### config.mk
export PLATFORM = sky130hd
export DESIGN_NAME = pmfd_ctrl
export DESIGN_NICKNAME = d
export VERILOG_FILES = /design/src/rtl/core/pmfd_pkg.sv /design/src/rtl/core/pmfd_ctrl.sv
export SDC_FILE = /design/constraint.sdc
export NUM_CORES = 1
export LEC_CHECK = 0
export ABC_CLOCK_PERIOD_IN_PS = 1100
export BUFFER_PORTS_ARGS = -buffer_cell sky130_fd_sc_hd__buf_2
export CAP_MARGIN = 10
export CELL_PAD_IN_SITES_DETAIL_PLACEMENT = 0
export CELL_PAD_IN_SITES_GLOBAL_PLACEMENT = 2
export CORE_MARGIN = 3
export CORE_UTILIZATION = 18
export CTS_CLUSTER_DIAMETER = 80
export DETAILED_ROUTE_END_ITERATION = 16
export PLACE_DENSITY = 0.74
export SLEW_MARGIN = 40
export SYNTH_ARGS = -nofsm -noshare
export SYNTH_HDL_FRONTEND = slang
export SYNTH_SLANG_ARGS = --single-unit
### constraint.sdc
create_clock -name aclk -period 1.1 [get_ports aclk]
set_input_delay 0.11 -clock aclk [delete_from_list [all_inputs] [get_ports aclk]]
set_output_delay 0.11 -clock aclk [all_outputs]
set_load 0.02 [all_outputs]
### src/rtl/core/pmfd_pkg.sv
// shared types, constants and opcodes for the paged mono framebuffer draw engine
package pmfd_pkg;

    localparam int MAX_WIDTH_DEF  = 128;
    localparam int MAX_HEIGHT_DEF = 64;

    localparam logic [2:0] OP_SET   = 3'd0;
    localparam logic [2:0] OP_GET   = 3'd1;
    localparam logic [2:0] OP_HLINE = 3'd2;
    localparam logic [2:0] OP_VLINE = 3'd3;
    localparam logic [2:0] OP_CLEAR = 3'd4;
    localparam logic [2:0] OP_RDBYTE = 3'd5;

    localparam logic [1:0] COLOR_BLACK   = 2'd0;
    localparam logic [1:0] COLOR_INVERSE = 2'd2;

    localparam logic [1:0] CFG_ROTATION = 2'd0;
    localparam logic [1:0] CFG_WIDTH    = 2'd1;
    localparam logic [1:0] CFG_HEIGHT   = 2'd2;

    typedef struct packed {
        logic [2:0]         operation;
        logic signed [15:0] x_coord;
        logic signed [15:0] y_coord;
        logic signed [15:0] length;
        logic [1:0]         color;
        logic [9:0]         byte_address;
    } in_item_t;

    typedef struct packed {
        logic       pixel_on;
        logic [7:0] byte_data;
    } out_item_t;

    typedef enum logic [2:0] {
        ST_INIT,
        ST_IDLE,
        ST_ADDR,
        ST_READ,
        ST_WRITE,
        ST_DONE
    } state_t;

    // controller to datapath
    typedef struct packed {
        logic load;      // capture input item, reset step counter
        logic clr_start; // start clearing sweep
        logic clr_step;  // write zero and advance clear pointer
        logic locate;    // register address for current step
        logic rd;        // issue memory read
        logic wr;        // write modified byte
        logic step;      // advance line position
        logic result;    // build result into output register
    } dp_cmd_t;

    // datapath to controller
    typedef struct packed {
        logic clr_last;
        logic is_line;
        logic is_clear;
        logic is_paint;
        logic steps_left;
        logic hit;
    } dp_status_t;

endpackage

### src/rtl/core/pmfd_ctrl.sv
// controller state machine for the draw engine
module pmfd_ctrl (
    input  logic                aclk,
    input  logic                aresetn,
    input  logic                in_valid,
    output logic                in_ready,
    output logic                out_valid,
    input  logic                out_ready,
    input  pmfd_pkg::dp_status_t sts,
    output pmfd_pkg::dp_cmd_t   cmd
);
    pmfd_pkg::state_t state_reg, state_next;
    logic             ovalid_reg, ovalid_next;

    always_ff @(posedge aclk) begin
        if (!aresetn) begin
            state_reg  <= pmfd_pkg::ST_INIT;
            ovalid_reg <= 1'b0;
        end else begin
            state_reg  <= state_next;
            ovalid_reg <= ovalid_next;
        end
    end

    assign out_valid = ovalid_reg;

    always_comb begin
        state_next  = state_reg;
        ovalid_next = ovalid_reg && !out_ready;
        cmd         = '0;
        in_ready    = 1'b0;
        unique case (state_reg)
            pmfd_pkg::ST_INIT: begin
                cmd.clr_step = 1'b1;
                if (sts.clr_last) begin
                    state_next = pmfd_pkg::ST_IDLE;
                end
            end
            pmfd_pkg::ST_IDLE: begin
                // a waiting result sits in its own register, so a new item can start
                in_ready = 1'b1;
                if (in_valid) begin
                    cmd.load   = 1'b1;
                    state_next = pmfd_pkg::ST_ADDR;
                end
            end
            pmfd_pkg::ST_ADDR: begin
                if (sts.is_clear) begin
                    cmd.clr_step = 1'b1;
                    if (sts.clr_last) begin
                        state_next = pmfd_pkg::ST_DONE;
                    end
                end else if (sts.is_line && !sts.steps_left) begin
                    state_next = pmfd_pkg::ST_DONE;
                end else begin
                    cmd.locate = 1'b1;
                    state_next = pmfd_pkg::ST_READ;
                end
            end
            pmfd_pkg::ST_READ: begin
                cmd.rd     = 1'b1;
                state_next = pmfd_pkg::ST_WRITE;
            end
            pmfd_pkg::ST_WRITE: begin
                if (sts.is_paint) begin
                    cmd.wr = sts.hit;
                end
                if (sts.is_line) begin
                    cmd.step   = 1'b1;
                    state_next = pmfd_pkg::ST_ADDR;
                end else begin
                    state_next = pmfd_pkg::ST_DONE;
                end
            end
            pmfd_pkg::ST_DONE: begin
                if (!ovalid_reg || out_ready) begin
                    cmd.result  = 1'b1;
                    ovalid_next = 1'b1;
                    state_next  = pmfd_pkg::ST_IDLE;
                end
            end
            default: state_next = pmfd_pkg::ST_IDLE;
        endcase
        if (state_reg == pmfd_pkg::ST_INIT || state_reg == pmfd_pkg::ST_IDLE) begin
            cmd.clr_start = 1'b0;
        end
        if (cmd.load) begin
            cmd.clr_start = 1'b1;
        end
    end
endmodule

## After elaboration in Yosys (flattened, before gate mapping)

Index checks and enable logic that the tools add are counted.

- Flip-flop bits (word level): 4
- Bits of input ports: 10
- Output and inout port bits: 10
- Word-level logic and storage cells: 44

- Equality and inequality tests: 9
- Mux-type cells: 25
- Reductions and logical operators: 8

Operators with widths:

| operator | number |
|---|---|
| two-way mux 3 bit | 7 |
| case mux 3 bit (6 select lines) | 1 |
| two-way mux 1 bit | 15 |
| equality test 3 x 2 -> 1 bit (second input constant) | 2 |
| equality test 3 bit (second input constant) | 2 |
| != test 2 bit (second input constant) | 3 |
| AND reduction 4 bit | 1 |
| equality test 3 x 1 -> 1 bit (second input constant) | 1 |
| zero test 1 bit | 3 |
| zero test 3 bit | 1 |
| != test 3 bit (second input constant) | 1 |
| logical AND 1 bit | 2 |
| two-way mux 2 bit | 1 |
| case mux 1 bit (2 select lines) | 1 |
| logical OR 1 bit | 1 |

## Longest topological paths before layout

- Word-level depth: 5
- Gate-level depth with buffers: 5
- Gate-level depth less buffers: 4

## Worst setup path before layout

No wires, ideal clock.

- Path type: reg2out
- Start: reg state_reg[1]
- End: out cmd[7] (netlist name)
- Arrival time: 1327 ps
- Required time: 990 ps
- Setup slack: -337 ps
- Stages on the path, launching flop included: 5
- Cell sequence: dfxtp_1 -> nand2b_1 -> nor2_1 -> and2_1 -> buf_4

RTL lines:

| what | RTL line | source |
|---|---|---|
| start: declaration | pmfd_ctrl.sv:12 | `pmfd_pkg::state_t state_reg, state_next;` |
| start signal: assignment | pmfd_ctrl.sv:17 | `state_reg <= pmfd_pkg::ST_INIT;` |
| start signal: assignment | pmfd_ctrl.sv:20 | `state_reg <= state_next;` |
| end: declaration | pmfd_ctrl.sv:10 | `output pmfd_pkg::dp_cmd_t cmd` |

==> results.yml <==
setup_path:
  worstPathRequired_ns: 0.99
  max_stage_delay_ns: 0.35
  crit_top_cell: "buf_6"
  path_cells: "nand2b_4 > buf_6 > nor2_4 > and2_4 > buf_6"
  cp.buffers_inverters: 2
  endpoint_kind: "primary output"
  cp-start-kind: "flop"
  path_max_fanout: 6
  crit_arrival_ns: 1.20
  path_delay_family: "simple AND/OR/NAND/NOR gates"
  cp_slowest_cell: "dfxtp_4"
  critPathKind: "reg2out"
clock_network:
  clk_path_buf_depth: 2
  clock_sinks: 4
  cts_tree: "done"
  cts.reportedPaths.clkPinSlew_ns: 0.04
  worstSkewPairLatency_ns: 0.23
  cts_buffers: 3
  hold_buffers: 0
  clockRootBuffer: "clkbuf_4"
  h-tree-depth: 1
synthesis:
  synth_seq_cells: 4
  synth.area.top_cells: "dfxtp_1, nand2b_1, o211a_1"
  yosysSeqAreaShare_pct: 25.0
  synth_nets: 48
  synth_cells: 38
  syn_area_per_cell_sq_um: 8.43
  yosys_warnings: 0
  synth_area_sq_um: 320
  synth_top_cell_by_area: "dfxtp_1"
  synth_cell_types: 23
  synth_top_area_share_pct: 25.0
drt:
  num_vias: 408
  wl_per_cell_um: 10.7
  drc: 0
  drtIter0Drc: 0
  ant_nets: 0
  firstDrtPassIters: 1
  avgViaCountPerCell: 4.25
  wl_mm: 1.03
sta:
  hold_ws_ns: 0.154
  drv_slew: 0
  rsz0062_at_grt: "true"
  setup_violations: 12
  skew_ns: 0.00107
  final.period_utilization_pct: 119
  fin_crit_ns: 1.31
  timing.fmax_ghz: 0.765
  setup_slack_ns: -0.208
  worstMarginPinSlew_ns: 0.285
  slew-limit-headroom_pct: 81.0
  hold_viol_final: 0
floorplan:
  start_util_pct: 20.1
  die_y_um: 48.2
  core_sq_mm: 0.00159
  fp.dieW_um: 48.2
  rows: 14
  pin_count: 20
  dieArea_sq_mm: 0.00232
power:
  p_leak_uw: 0.000324
  finalPower_uw: 691
  p_per_area_mw_per_mm2: 973
  ir_drop_uv: 457
placement:
  portBuffers: 19
  dp.cells: 88
  place_area_sq_um: 527
  routabilityCongestion: 0.732
  dpl.hpwl_um: 776
cells_and_area:
  syn_to_final_growth_pct: 122
  drive_gt1_share_pct: 77.8
  fin_area_sq_um: 711
  nNetsFinal: 84
  antenna_cells: 0
  instances_no_fill: 96
  fin_util_pct: 44.6
  largest_register_ffs: 3
global_routing:
  track_usage_pct: 9.95
  grt_pass1_wl_mm: 1.59
  grt_max_degree: 8
  antenna_found_initial: 0
  grt_pass1_vias: 399
  grt-ovfl-total: 0
status:
  violations: "negative setup slack"
  status: "finished with violations"
hold_path:
  min_path_type: "in2reg"
run:
  cap_violations: 0
-- layer usage --
metal / share of wire [%] / vias to the layer above / GRT usage [%]
met1: 41 / 191 / 11.2
met3: 4.1 / 0 / 2.21
met5: 0 / - / 0
met2: 55 / 8 / 17.4
li1: - / 209 / -
met4: 0 / 0 / 4.84
-- cells in the final DEF (no fill, tap or decap), types with 2 or more instances in the layout --
| master | netlist | layout |
|---|---|---|
| nand2b_4 | 0 | 3 |
| dfxtp_4 | 0 | 3 |
| buf_6 | 1 | 9 |
| buf_2 | 0 | 11 |
| buf_4 | 1 | 12 |
| nor3_4 | 0 | 2 |
| nand2_1 | 2 | 2 |
| nor2b_2 | 0 | 2 |
| nand2b_1 | 4 | 2 |
| clkbuf_4 | 0 | 3 |
| o211a_1 | 2 | 2 |
| nor2_4 | 0 | 2 |
-- cell families (layout without fill, tap and decap cells) --
family | after synthesis | after routing | synth area share (%)
and+or+nand+nor | 21 | 21 | 41.8
AOI/OAI and AO/OA | 9 | 9 | 23.0
DFF | 4 | 4 | 25.0
buffers and inverters | 3 | 37 | 7.03
muxes | 1 | 1 | 3.13
-- stage by stage --
step | worst slack (ns) | setup TNS [ns]
after floorplan | -0.122 | -0.375
after global placement | -0.0887 | -0.340
after detailed placement | -0.122 | -0.411
after CTS | -0.232 | -1.91
after global routing | -0.261 | -2.32
final | -0.208 | -1.71
-- worst register-to-register path, stage by stage (launching register included) --
cell and delay [ns]:
dfxtp_4 0.35, nor2b_2 0.16, o32a_1 0.31, o22ai_2 0.14, mux2i_1 0.20
-- timing repair --
item / 4_1_cts / 5_1_grt
endpoints found under the setup margin: 12 / 12
pin swaps: 8 / 4
hold endpoints to repair: 0 / 0
setup buffers: 5 / 0
gates resized for setup: 30 / 5
-- power breakdown --
part | switching, uW | internal [uW] | total, uW
clock network | 54.1 | 122 | 176
registers | 20.2 | 159 | 179
logic | 147 | 190 | 337
total | 222 | 470 | 691
-- cell usage after synthesis --
cell type / n
a21boi_0: 1
a21oi_1: 2
and2_1: 1
and3_2: 1
buf_4: 1
buf_6: 1
dfxtp_1: 4
inv_2: 1
mux2i_1: 1
nand2_1: 2
nand2b_1: 4
nand2b_2: 1
nor2_1: 3
nor2b_1: 3
nor3_1: 3
nor3b_2: 1
nor4_2: 1
o211a_1: 2
o22ai_1: 1
o22ai_2: 1
o31ai_1: 1
o32a_1: 1
or2_4: 1
-- final timing paths --
kind                start           end  slack, ns  cells after the start
max          state_reg[1]        cmd[6]      -0.21                      5
min reg2reg  state_reg[1]  state_reg[1]       0.51                      2
min               aresetn  state_reg[2]       0.15                      2
max reg2reg  state_reg[1]  state_reg[1]      -0.13                      4
-- cell type report --
class	count	area, sq um
clock buffers	3	22.5
fillers	155	883
inverters	1	3.75
multi-input cells	31	302
flip-flops and latches	4	91.3
well taps	24	30.0
repair buffers	33	262
Power figures use the tool's default switching activity.
